### src/hdl/gpioei_pkg.sv
// shared types and constants for the gpio port with edge interrupts
`timescale 1ns / 1ps

package gpioei_pkg;

    localparam int PIN_COUNT_DEF = 16;
    localparam int ALT_VEC_W     = 64;

    localparam logic [1:0] CMD_WRITE  = 2'd0;
    localparam logic [1:0] CMD_READ   = 2'd1;
    localparam logic [1:0] CMD_SAMPLE = 2'd2;

    localparam logic [3:0] REG_MODE    = 4'd0;
    localparam logic [3:0] REG_OUTTYPE = 4'd1;
    localparam logic [3:0] REG_SPEED   = 4'd2;
    localparam logic [3:0] REG_PULL    = 4'd3;
    localparam logic [3:0] REG_INDATA  = 4'd4;
    localparam logic [3:0] REG_OUTDATA = 4'd5;
    localparam logic [3:0] REG_ALTLO   = 4'd6;
    localparam logic [3:0] REG_ALTHI   = 4'd7;
    localparam logic [3:0] REG_MASK    = 4'd8;
    localparam logic [3:0] REG_RISE    = 4'd9;
    localparam logic [3:0] REG_FALL    = 4'd10;
    localparam logic [3:0] REG_PENDING = 4'd11;

    localparam logic [1:0] MODE_GP_OUTPUT = 2'b01;

    typedef struct packed {
        logic [1:0]  command;
        logic [3:0]  reg_index;
        logic [31:0] write_data;
        logic [15:0] pin_levels;
    } t_in_item;

    typedef struct packed {
        logic [31:0] read_data;
        logic [15:0] pin_drive;
        logic [15:0] output_enable;
        logic        irq;
    } t_out_item;

endpackage

### src/hdl/gpio_port_with_edge_interrupts_unit.sv
// top level of the gpio port with edge interrupts: input register, register bank, result register
`timescale 1ns / 1ps

// Each item (register write, register read or pin sample) is held in an input register until it
// commits, then updates the register bank and lands in the result register at the same edge.
// One item is taken every cycle while results are drained; the register bank takes each item
// in a single update, which sets that rate.
// The input side stalls only while an item waits in the input register behind an unread
// result. Read data reflects the registers before the item; pin drive, output enable and irq
// reflect them after it. PIN_COUNT may range from 8 to 16; register bits of absent pins read
// as zero and ignore writes.
module gpio_port_with_edge_interrupts_unit
    import gpioei_pkg::*;
#(
    parameter int PIN_COUNT = PIN_COUNT_DEF
) (
    input  logic      i_clk,
    input  logic      i_rst_n,
    input  logic      i_in_valid,
    output logic      o_in_stall,
    input  t_in_item  i_in_item,
    output logic      o_out_valid,
    input  logic      i_out_stall,
    output t_out_item o_out_item
);

    logic      r_in_valid;
    t_in_item  r_in_item;
    logic      r_out_valid;
    t_out_item r_out_item;

    logic      out_free;
    logic      commit;
    logic      in_take;
    t_out_item result;

    assign out_free   = !r_out_valid || !i_out_stall;
    assign commit     = r_in_valid && out_free;
    assign o_in_stall = r_in_valid && !out_free;
    assign in_take    = i_in_valid && !o_in_stall;

    gpioei_regs #(
        .PIN_COUNT (PIN_COUNT)
    ) u_regs (
        .i_clk    (i_clk),
        .i_rst_n  (i_rst_n),
        .i_commit (commit),
        .i_item   (r_in_item),
        .o_result (result)
    );

    always_ff @(posedge i_clk) begin
        if (!i_rst_n) begin
            r_in_valid <= 1'b0;
        end else if (in_take) begin
            r_in_valid <= 1'b1;
        end else if (commit) begin
            r_in_valid <= 1'b0;
        end
    end

    always_ff @(posedge i_clk) begin
        if (in_take) begin
            r_in_item <= i_in_item;
        end
    end

    always_ff @(posedge i_clk) begin
        if (!i_rst_n) begin
            r_out_valid <= 1'b0;
        end else if (commit) begin
            r_out_valid <= 1'b1;
        end else if (!i_out_stall) begin
            r_out_valid <= 1'b0;
        end
    end

    always_ff @(posedge i_clk) begin
        if (commit) begin
            r_out_item <= result;
        end
    end

    assign o_out_valid = r_out_valid;
    assign o_out_item  = r_out_item;

`ifndef SYNTHESIS
    a_reset_empty: assert property (@(posedge i_clk)
        !i_rst_n |=> !o_out_valid)
        else $error("result valid right after reset");

    a_commit_shows: assert property (@(posedge i_clk) disable iff (!i_rst_n)
        commit |=> o_out_valid)
        else $error("committed item did not reach the result register");

    a_read_only_data: assert property (@(posedge i_clk) disable iff (!i_rst_n)
        commit && (r_in_item.command != CMD_READ) |=> o_out_item.read_data == '0)
        else $error("nonzero read data for an item that is not a read");

    a_no_overrun: assert property (@(posedge i_clk) disable iff (!i_rst_n)
        r_in_valid && !commit |=> r_in_valid && $stable(r_in_item))
        else $error("waiting item lost or overwritten");
`endif

endmodule

### src/hdl/gpioei_regs.sv
// gpio register bank, edge detection and result formation
`timescale 1ns / 1ps

module gpioei_regs
    import gpioei_pkg::*;
#(
    parameter int PIN_COUNT = PIN_COUNT_DEF
) (
    input  logic      i_clk,
    input  logic      i_rst_n,
    input  logic      i_commit,
    input  t_in_item  i_item,
    output t_out_item o_result
);

    localparam int PW = 2 * PIN_COUNT;
    localparam int AW = 4 * PIN_COUNT;

    logic [PW-1:0]        r_mode, n_mode;
    logic [PIN_COUNT-1:0] r_otype, n_otype;
    logic [PW-1:0]        r_speed, n_speed;
    logic [PW-1:0]        r_pull, n_pull;
    logic [PIN_COUNT-1:0] r_outdata, n_outdata;
    logic [AW-1:0]        r_alt, n_alt;
    logic [PIN_COUNT-1:0] r_mask, n_mask;
    logic [PIN_COUNT-1:0] r_rise, n_rise;
    logic [PIN_COUNT-1:0] r_fall, n_fall;
    logic [PIN_COUNT-1:0] r_pend, n_pend;
    logic [PIN_COUNT-1:0] r_indata, n_indata;

    logic [ALT_VEC_W-1:0] alt_rd;
    logic [ALT_VEC_W-1:0] alt_wr;
    logic [PIN_COUNT-1:0] levels;
    logic [PIN_COUNT-1:0] rise_hit;
    logic [PIN_COUNT-1:0] fall_hit;
    logic [PIN_COUNT-1:0] oe;
    logic [31:0]          rdata;

    assign levels   = i_item.pin_levels[PIN_COUNT-1:0];
    assign rise_hit = levels & ~r_indata & r_rise;
    assign fall_hit = ~levels & r_indata & r_fall;
    assign alt_rd   = ALT_VEC_W'(r_alt);

    always_comb begin
        n_mode    = r_mode;
        n_otype   = r_otype;
        n_speed   = r_speed;
        n_pull    = r_pull;
        n_outdata = r_outdata;
        n_alt     = r_alt;
        n_mask    = r_mask;
        n_rise    = r_rise;
        n_fall    = r_fall;
        n_pend    = r_pend;
        n_indata  = r_indata;
        alt_wr    = alt_rd;
        rdata     = '0;
        unique case (i_item.command)
            CMD_WRITE: begin
                unique case (i_item.reg_index)
                    REG_MODE:    n_mode    = i_item.write_data[PW-1:0];
                    REG_OUTTYPE: n_otype   = i_item.write_data[PIN_COUNT-1:0];
                    REG_SPEED:   n_speed   = i_item.write_data[PW-1:0];
                    REG_PULL:    n_pull    = i_item.write_data[PW-1:0];
                    REG_OUTDATA: n_outdata = i_item.write_data[PIN_COUNT-1:0];
                    REG_ALTLO: begin
                        alt_wr[31:0] = i_item.write_data;
                        n_alt        = alt_wr[AW-1:0];
                    end
                    REG_ALTHI: begin
                        alt_wr[63:32] = i_item.write_data;
                        n_alt         = alt_wr[AW-1:0];
                    end
                    REG_MASK:    n_mask    = i_item.write_data[PIN_COUNT-1:0];
                    REG_RISE:    n_rise    = i_item.write_data[PIN_COUNT-1:0];
                    REG_FALL:    n_fall    = i_item.write_data[PIN_COUNT-1:0];
                    REG_PENDING: n_pend    = r_pend & ~i_item.write_data[PIN_COUNT-1:0];
                    default: ;
                endcase
            end
            CMD_READ: begin
                unique case (i_item.reg_index)
                    REG_MODE:    rdata = 32'(r_mode);
                    REG_OUTTYPE: rdata = 32'(r_otype);
                    REG_SPEED:   rdata = 32'(r_speed);
                    REG_PULL:    rdata = 32'(r_pull);
                    REG_INDATA:  rdata = 32'(r_indata);
                    REG_OUTDATA: rdata = 32'(r_outdata);
                    REG_ALTLO:   rdata = alt_rd[31:0];
                    REG_ALTHI:   rdata = alt_rd[63:32];
                    REG_MASK:    rdata = 32'(r_mask);
                    REG_RISE:    rdata = 32'(r_rise);
                    REG_FALL:    rdata = 32'(r_fall);
                    REG_PENDING: rdata = 32'(r_pend);
                    default:     rdata = '0;
                endcase
            end
            CMD_SAMPLE: begin
                n_pend   = r_pend | rise_hit | fall_hit;
                n_indata = levels;
            end
            default: ;
        endcase
    end

    always_comb begin
        for (int p = 0; p < PIN_COUNT; p++) begin
            oe[p] = (n_mode[2*p +: 2] == MODE_GP_OUTPUT);
        end
    end

    assign o_result.read_data     = rdata;
    assign o_result.pin_drive     = 16'(n_outdata);
    assign o_result.output_enable = 16'(oe);
    assign o_result.irq           = |(n_pend & n_mask);

    always_ff @(posedge i_clk) begin
        if (!i_rst_n) begin
            r_mode    <= '0;
            r_otype   <= '0;
            r_speed   <= '0;
            r_pull    <= '0;
            r_outdata <= '0;
            r_alt     <= '0;
            r_mask    <= '0;
            r_rise    <= '0;
            r_fall    <= '0;
            r_pend    <= '0;
            r_indata  <= '0;
        end else if (i_commit) begin
            r_mode    <= n_mode;
            r_otype   <= n_otype;
            r_speed   <= n_speed;
            r_pull    <= n_pull;
            r_outdata <= n_outdata;
            r_alt     <= n_alt;
            r_mask    <= n_mask;
            r_rise    <= n_rise;
            r_fall    <= n_fall;
            r_pend    <= n_pend;
            r_indata  <= n_indata;
        end
    end

endmodule

### config.mk
export PLATFORM = sky130hd
export DESIGN_NAME = gpio_port_with_edge_interrupts_unit
export DESIGN_NICKNAME = d
export VERILOG_FILES = /design/src/hdl/gpioei_pkg.sv /design/src/hdl/gpio_port_with_edge_interrupts_unit.sv /design/src/hdl/gpioei_regs.sv
export SDC_FILE = /design/constraint.sdc
export NUM_CORES = 1
export LEC_CHECK = 0
export BUFFER_PORTS_ARGS = -buffer_cell sky130_fd_sc_hd__buf_2
export CORE_ASPECT_RATIO = 1.5
export CORE_MARGIN = 5
export CORE_UTILIZATION = 30
export CTS_CLUSTER_SIZE = 8
export DETAILED_ROUTE_END_ITERATION = 6
export SYNTH_ARGS = -nofsm -noshare
export SYNTH_HDL_FRONTEND = slang
export SYNTH_HIERARCHICAL = 1
export SYNTH_SLANG_ARGS = --single-unit
### constraint.sdc
create_clock -name i_clk -period 11 [get_ports i_clk]
set_clock_uncertainty 0.15 [all_clocks]
set_input_delay 0 -clock i_clk [delete_from_list [all_inputs] [get_ports i_clk]]
set_output_delay 0 -clock i_clk [all_outputs]
set_load 0.05 [all_outputs]
==> summary.md, run 1 <==
| Metric | Value |
|---|---|
| Synth top area share | 34.32% |
| Largest net degree at the start of global routing | 107 |
| GPL Wtd Cong | 0.9356 |
| Skew-Pair Late Insertion Delay | 0.59 ns |
| Initial antenna violation count | 0 |
| Leak Pwr | 0.006632 uW |
| Critical Path Sink Type | flop |
| Synth warn | 6 |
| Area grow syn2layout | 24.37% |
| Multiplexer share of the synthesized area | 3.108% |
| Dominant synthesized flop cell | dfxtp_1 |
| Port Buffers | 124 |
| Flop2flop setup slack | 7.35 ns |
| Chip height | 292.7 um |
| Main area contributors after synthesis | dfxtp_1 (34%), edfxtp_1 (22%), nand2_1 (11%) |
| Hold Path Depth | 2 |
| RR Startpoint | r_in_valid |
| Post-route DRC violation count | 0 |
| Antenna viol nets, final | 0 |
| Largest family of logic cells by synthesized area | compound AO/OA/AOI/OAI gates |
| Netlist cell types | 45 |
| WL final | 56.35 mm |
| Crit path required time | 11.26 ns |
| Status | complete, no violations |
| Count leader, synth | nand2_1 |
| Power per cell area | 163.8 nW/um^2 |
| Async S/R FF share, synth | 0% |
| Worst hold path type | input port to flop |
| Fraction of the mapped netlist area in adder cells | 0% |
| Post-synth EDFFs | 119 |
| DR iter-0 viols | 1,313 |
| Final TNS setup | 0 ns |
| Site Rows | 103 |
| Max cap viols | 0 |
| Total Power | 3257 uW |
| Post-layout nets | 1,973 |
| Yosys reg bits | 393 |
| Simple-Gate Fraction of Synth Area | 18.17% |
| Avg Synthesized Cell Area | 9.239 um^2 |
| CTS tree | built |
| WL/cell | 21.46 um |
| Initial Utilization | 30.32% |
| XOR/XNOR Fraction of Synth Area | 0% |
| Worst Hold End | r_in_item[34] |
| Via-to-Cell Ratio | 5.414 |
| Post_cts resized | 0 |
| Slew Limit Headroom | 13.95% |
| Pre-antenna DRT Iters | 6 |
| Complex-gate fraction of the synthesized area | 18.67% |
| Clock period minus final worst setup slack | 3.653 ns |
| Top cells by count, synth | nand2_1 (476), dfxtp_1 (274), a21oi_1 (256) |
| Worst Path Arrival | 3.91 ns |
| Gr ovfl total | 0 |
| Synth area leader | dfxtp_1 |
| Clock Sinks | 393 |
| Die ar. | 58,090 um^2 |
| Period utilization | 33.21% |
| Root Driver | clkbuf_16 |
| First-pass GRT wire length | 84.46 mm |
| Crit. Startpoint | r_in_valid |
| Final Hold Slack | 0.01016 ns |
| CTS Buffer Depth | 3 |
| Final Hold Viols | 0 |
| Number of global-route vias before repair | 13,960 |
| Synth Instances | 1,730 |
| Crit Path Max Fanout | 17 |
| Syn Nets | 1,788 |
| Finished Layout Cells | 2,625 |
| RSZ-0062 raised after global routing | false |
| Least-Margin Pin Slew | 1.281 ns |
| Cells after DPL | 2,432 |
| Hold_buf cts | 108 |
| Crit path kind | flop to flop |
| # IOs | 125 |
| Peak VDD IR | 0.1202 mV |
| Setup bufs post-CTS | 0 |
| Antenna cell count | 0 |
| Inserted Clock Buffers | 55 |
| Final-report max-slew violation count | 0 |
| FF-to-FF End | u_regs/r_pull[17] |
| Via count | 14,210 |
| R2R cell count | 7 |
| Clock-pin slew on the worst setup and hold paths | 0.05 ns |
| Die X | 198.5 um |
| Ratio of cells with drive above 1 in the final layout | 13.23% |
| CP Launch Type | flop |
| Area of the core | 52,710 um^2 |
| Total GRT Usage | 18.57% |
| # H-tree levels | 2 |
| Fmax | 273.8 MHz |
| Sequential-to-total area share from yosys stat | 56.68% |
| Final setup fails | 0 |
| HPWL after DPL | 34.95 mm |
| Post-synthesis cell area | 15,980 um^2 |
| Worst Hold Launch | i_in_item[34] |
## worst max-delay path, stage by stage (launching register included)
cell,delay (ns)
dfxtp_1,0.35
a21boi_4,0.19
inv_1,0.19
nor3_1,1.06
nand2_1,0.88
buf_4,0.48
nand2_1,0.10
a21oi_1,0.06
## stage by stage
stage | utilization (%) | instance area (um^2) | worst slack, ns
final | 37.71 | 19880 | 7.347
after global routing | 37.71 | 19880 | 7.217
after CTS | 37.71 | 19880 | 7.455
after detailed placement | 32.75 | 17260 | 7.468
after global placement | 32.75 | 17260 | 7.572
after floorplan | - | 15980 | 3.055
## layout make-up
cell class | count | area [um^2]
Clock buffer | 81 | 1474
Clock inverter | 4 | 61.31
Fill cell | 5178 | 32830
Inverter | 2 | 12.51
Multi-Input combinational cell | 1199 | 6476
Sequential cell | 393 | 9059
Tap cell | 682 | 853.3
Timing Repair Buffer | 264 | 1942
## worst max path at each step
stage / to / slack (ns) / cells after the start
2_1_floorplan: u_regs/r_otype[15] / 3.05 / 8
3_3_place_gp: u_regs/r_pull[10] / 7.57 / 7
3_5_place_dp: u_regs/r_pull[8] / 7.47 / 7
4_1_cts: u_regs/r_pull[17] / 7.45 / 7
5_1_grt: u_regs/r_pull[8] / 7.22 / 7
6_report: u_regs/r_pull[17] / 7.35 / 7
## cells by family after synthesis
kind of cell,count (synthesis)
muxes,47
and+or+nand+nor,676
buffers and inverters,138
AOI/OAI and AO/OA,476
DFF,393
## routing by layer
layer | vias up | GRT usage, % | share of wire [%]
met5 | - | 0 | 0
met4 | 0 | 9.763 | 5.7
met3 | 201 | 2.612 | 7.4
met2 | 731 | 32.10 | 49
met1 | 6768 | 22.29 | 38
li1 | 6512 | - | -
## cell usage in the layout, fill, tap and decap left out, types with 21 or more instances in the layout
cell type / count
dlygate4sd3_1: 108
o21ai_0: 21
clkbuf_1: 26
buf_2: 124
edfxtp_1: 119
mux2i_1: 29
a22oi_1: 42
a31oi_1: 31
nor2_1: 44
dfxtp_1: 274
a221oi_1: 48
nand2_1: 475
clkbuf_16: 55
nand3_1: 47
a21oi_1: 256
a22o_1: 49
nand2b_1: 26
buf_4: 32
nand3b_1: 44
## where the power goes
group	internal, uW	switching (uW)
sequential	1520	35.0
clock	914	625
combinational	53.3	109
total	2490	769
## registers in the layout, indices dropped and copies added, names as in the netlist, 32 cells and up
register and cells:
o_out_item 65, r_in_item 54, u_regs/alt_rd 64, u_regs/r_mode 32, u_regs/r_pull 32, u_regs/r_speed 32
Note: power is estimated with default switching activity, not from simulation.
==> run 2, diff against run 1 <==
clock period = 3.15 ns   (was 11 ns; I/O delays follow)
==> run 2 against run 1 <==
Against the previous run:
- power grew to 3.5 times the previous value
- register-to-register slack worse by 7.1 ns
- final area is 2.8% higher
- first-iteration DRC count is 16% higher
- via count is 2.1% higher
==> summary.md, run 2 (synthesized netlist as in run 1, its figures left out) <==
| Metric | Value |
|---|---|
| Status | complete, no violations |
| Clock Sinks | 393 |
| Die ar. | 58,090 um^2 |
| DR iter-0 viols | 1,529 |
| Inserted Clock Buffers | 55 |
| Final-report max-slew violation count | 0 |
| First-pass GRT wire length | 86.14 mm |
| Final setup fails | 0 |
| Most frequent cells in the layout | nand2_1 (476), dfxtp_1 (273), a21oi_1 (256) |
| RSZ-0062 raised after global routing | false |
| WL final | 57.45 mm |
| Finished Layout Cells | 2,689 |
| Worst Path Arrival | 3.08 ns |
| Crit path required time | 3.31 ns |
| Area of the core | 52,710 um^2 |
| CTS tree | built |
| Number of global-route vias before repair | 14,260 |
| Post-route DRC violation count | 0 |
| Via-to-Cell Ratio | 5.397 |
| Final Hold Slack | 0.01627 ns |
| Crit Path Max Fanout | 7 |
| Site Rows | 103 |
| Final Hold Viols | 0 |
| Gr ovfl total | 0 |
| Period utilization | 92.79% |
| Pre-antenna DRT Iters | 6 |
| Post-layout nets | 2,033 |
| Hold Path Depth | 2 |
| Worst hold path type | input port to flop |
| Crit path kind | flop to flop |
| Power per cell area | 562.9 nW/um^2 |
| Commonest non-fill, non-tap cell in the layout | nand2_1 |
| Setup bufs post-CTS | 0 |
| Ratio of cells with drive above 1 in the final layout | 15.60% |
| Peak VDD IR | 0.3996 mV |
| Post-layout util | 38.77% |
| CTS Buffer Depth | 3 |
| # IOs | 125 |
| GPL Wtd Cong | 0.9400 |
| CP Launch Type | flop |
| Final TNS setup | 0 ns |
| Max reg flops | 65 |
| Skew-Pair Late Insertion Delay | 0.61 ns |
| Chip height | 292.7 um |
| Leak Pwr | 0.006972 uW |
| Antenna cell count | 0 |
| Cells after DPL | 2,493 |
| Initial Utilization | 30.32% |
| Root Driver | clkbuf_16 |
| Max cap viols | 0 |
| Total Power | 11,500 uW |
| Clock-pin slew on the worst setup and hold paths | 0.05 ns |
| Fmax | 342.1 MHz |
| Slew Limit Headroom | 45.46% |
| Die X | 198.5 um |
| Critical Path Sink Type | flop |
| Via count | 14,510 |
| WL/cell | 21.36 um |
| Antenna viol nets, final | 0 |
| HPWL after DPL | 36.91 mm |
| R2R cell count | 7 |
| Clock period minus final worst setup slack | 2.923 ns |
| Area grow syn2layout | 27.86% |
| Initial antenna violation count | 0 |
| Largest net degree at the start of global routing | 112 |
| Total GRT Usage | 19.01% |
| Port Buffers | 124 |
| # H-tree levels | 2 |
| Least-Margin Pin Slew | 0.8118 ns |
## run 2: cell count changes in the layout (fill, tap and decap cells not counted), moves of 2 or more
cell | previous run | this run
buf_12 | 0 | 7
clkinv_8 | 2 | 0
clkbuf_1 | 26 | 29
clkinv_16 | 0 | 2
nor2_2 | 9 | 4
nor2_1 | 44 | 49
buf_4 | 32 | 86
## run 2: area by class of cell
type                       count  area (um^2)
clock buffer                  85         1499
inverter                       2        12.51
fill                        5154        32270
timing repair buffer         324         2477
multi-input combinational   1199         6456
sequential                   393         9062
tap                          682        853.3
clock inverter                 4        75.07
## run 2: final timing paths
| check | startpoint | end | slack [ns] |
|---|---|---|---|
| worst min register to register | u_regs/alt_rd[16] | u_regs/alt_rd[16] | 0.30 |
| worst max register to register | r_in_item[52] | o_out_item[0] | 0.23 |
| worst max-delay path | r_in_item[52] | o_out_item[0] | 0.23 |
| worst min-delay path | i_in_item[35] | r_in_item[35] | 0.02 |
## run 2: worst max-delay path, stage by stage (launching register included)
cell	delay (ns)
edfxtp_1	0.41
or4b_1	0.53
or3_1	0.51
buf_4	0.24
mux2i_1	0.16
o22ai_1	0.11
nor4b_2	0.38
nand4_1	0.16
## run 2: layer usage
metal  vias to the layer above  wire, um  global-route usage, %
li1                       6626         -                      -
met1                      6967     22100                  22.76
met2                       717     28110                  32.71
met3                       202      4137                  3.141
met4                         0      3092                  9.746
met5                         -         0                      0
## run 2: per-stage QoR
| stage | cell area (um^2) | worst slack, ns |
|---|---|---|
| after floorplan | 16020 | -0.08536 |
| after global placement | 17790 | 0.2808 |
| after detailed placement | 17790 | 0.2859 |
| after CTS | 20440 | 0.2549 |
| after global routing | 20440 | 0.1662 |
| final | 20440 | 0.2272 |
## run 2: timing repair
action,in CTS,in global routing
endpoints found under the hold margin,196,0
resized for setup,0,0
hold buffers,107,0
setup endpoints to repair,0,0
## run 2: power breakdown
| group | switching, uW | total (uW) | internal, uW |
|---|---|---|---|
| Clock | 2220 | 5460 | 3240 |
| Sequential | 82.4 | 5390 | 5310 |
| Combinational | 432 | 654 | 222 |
| Total | 2740 | 11500 | 8770 |
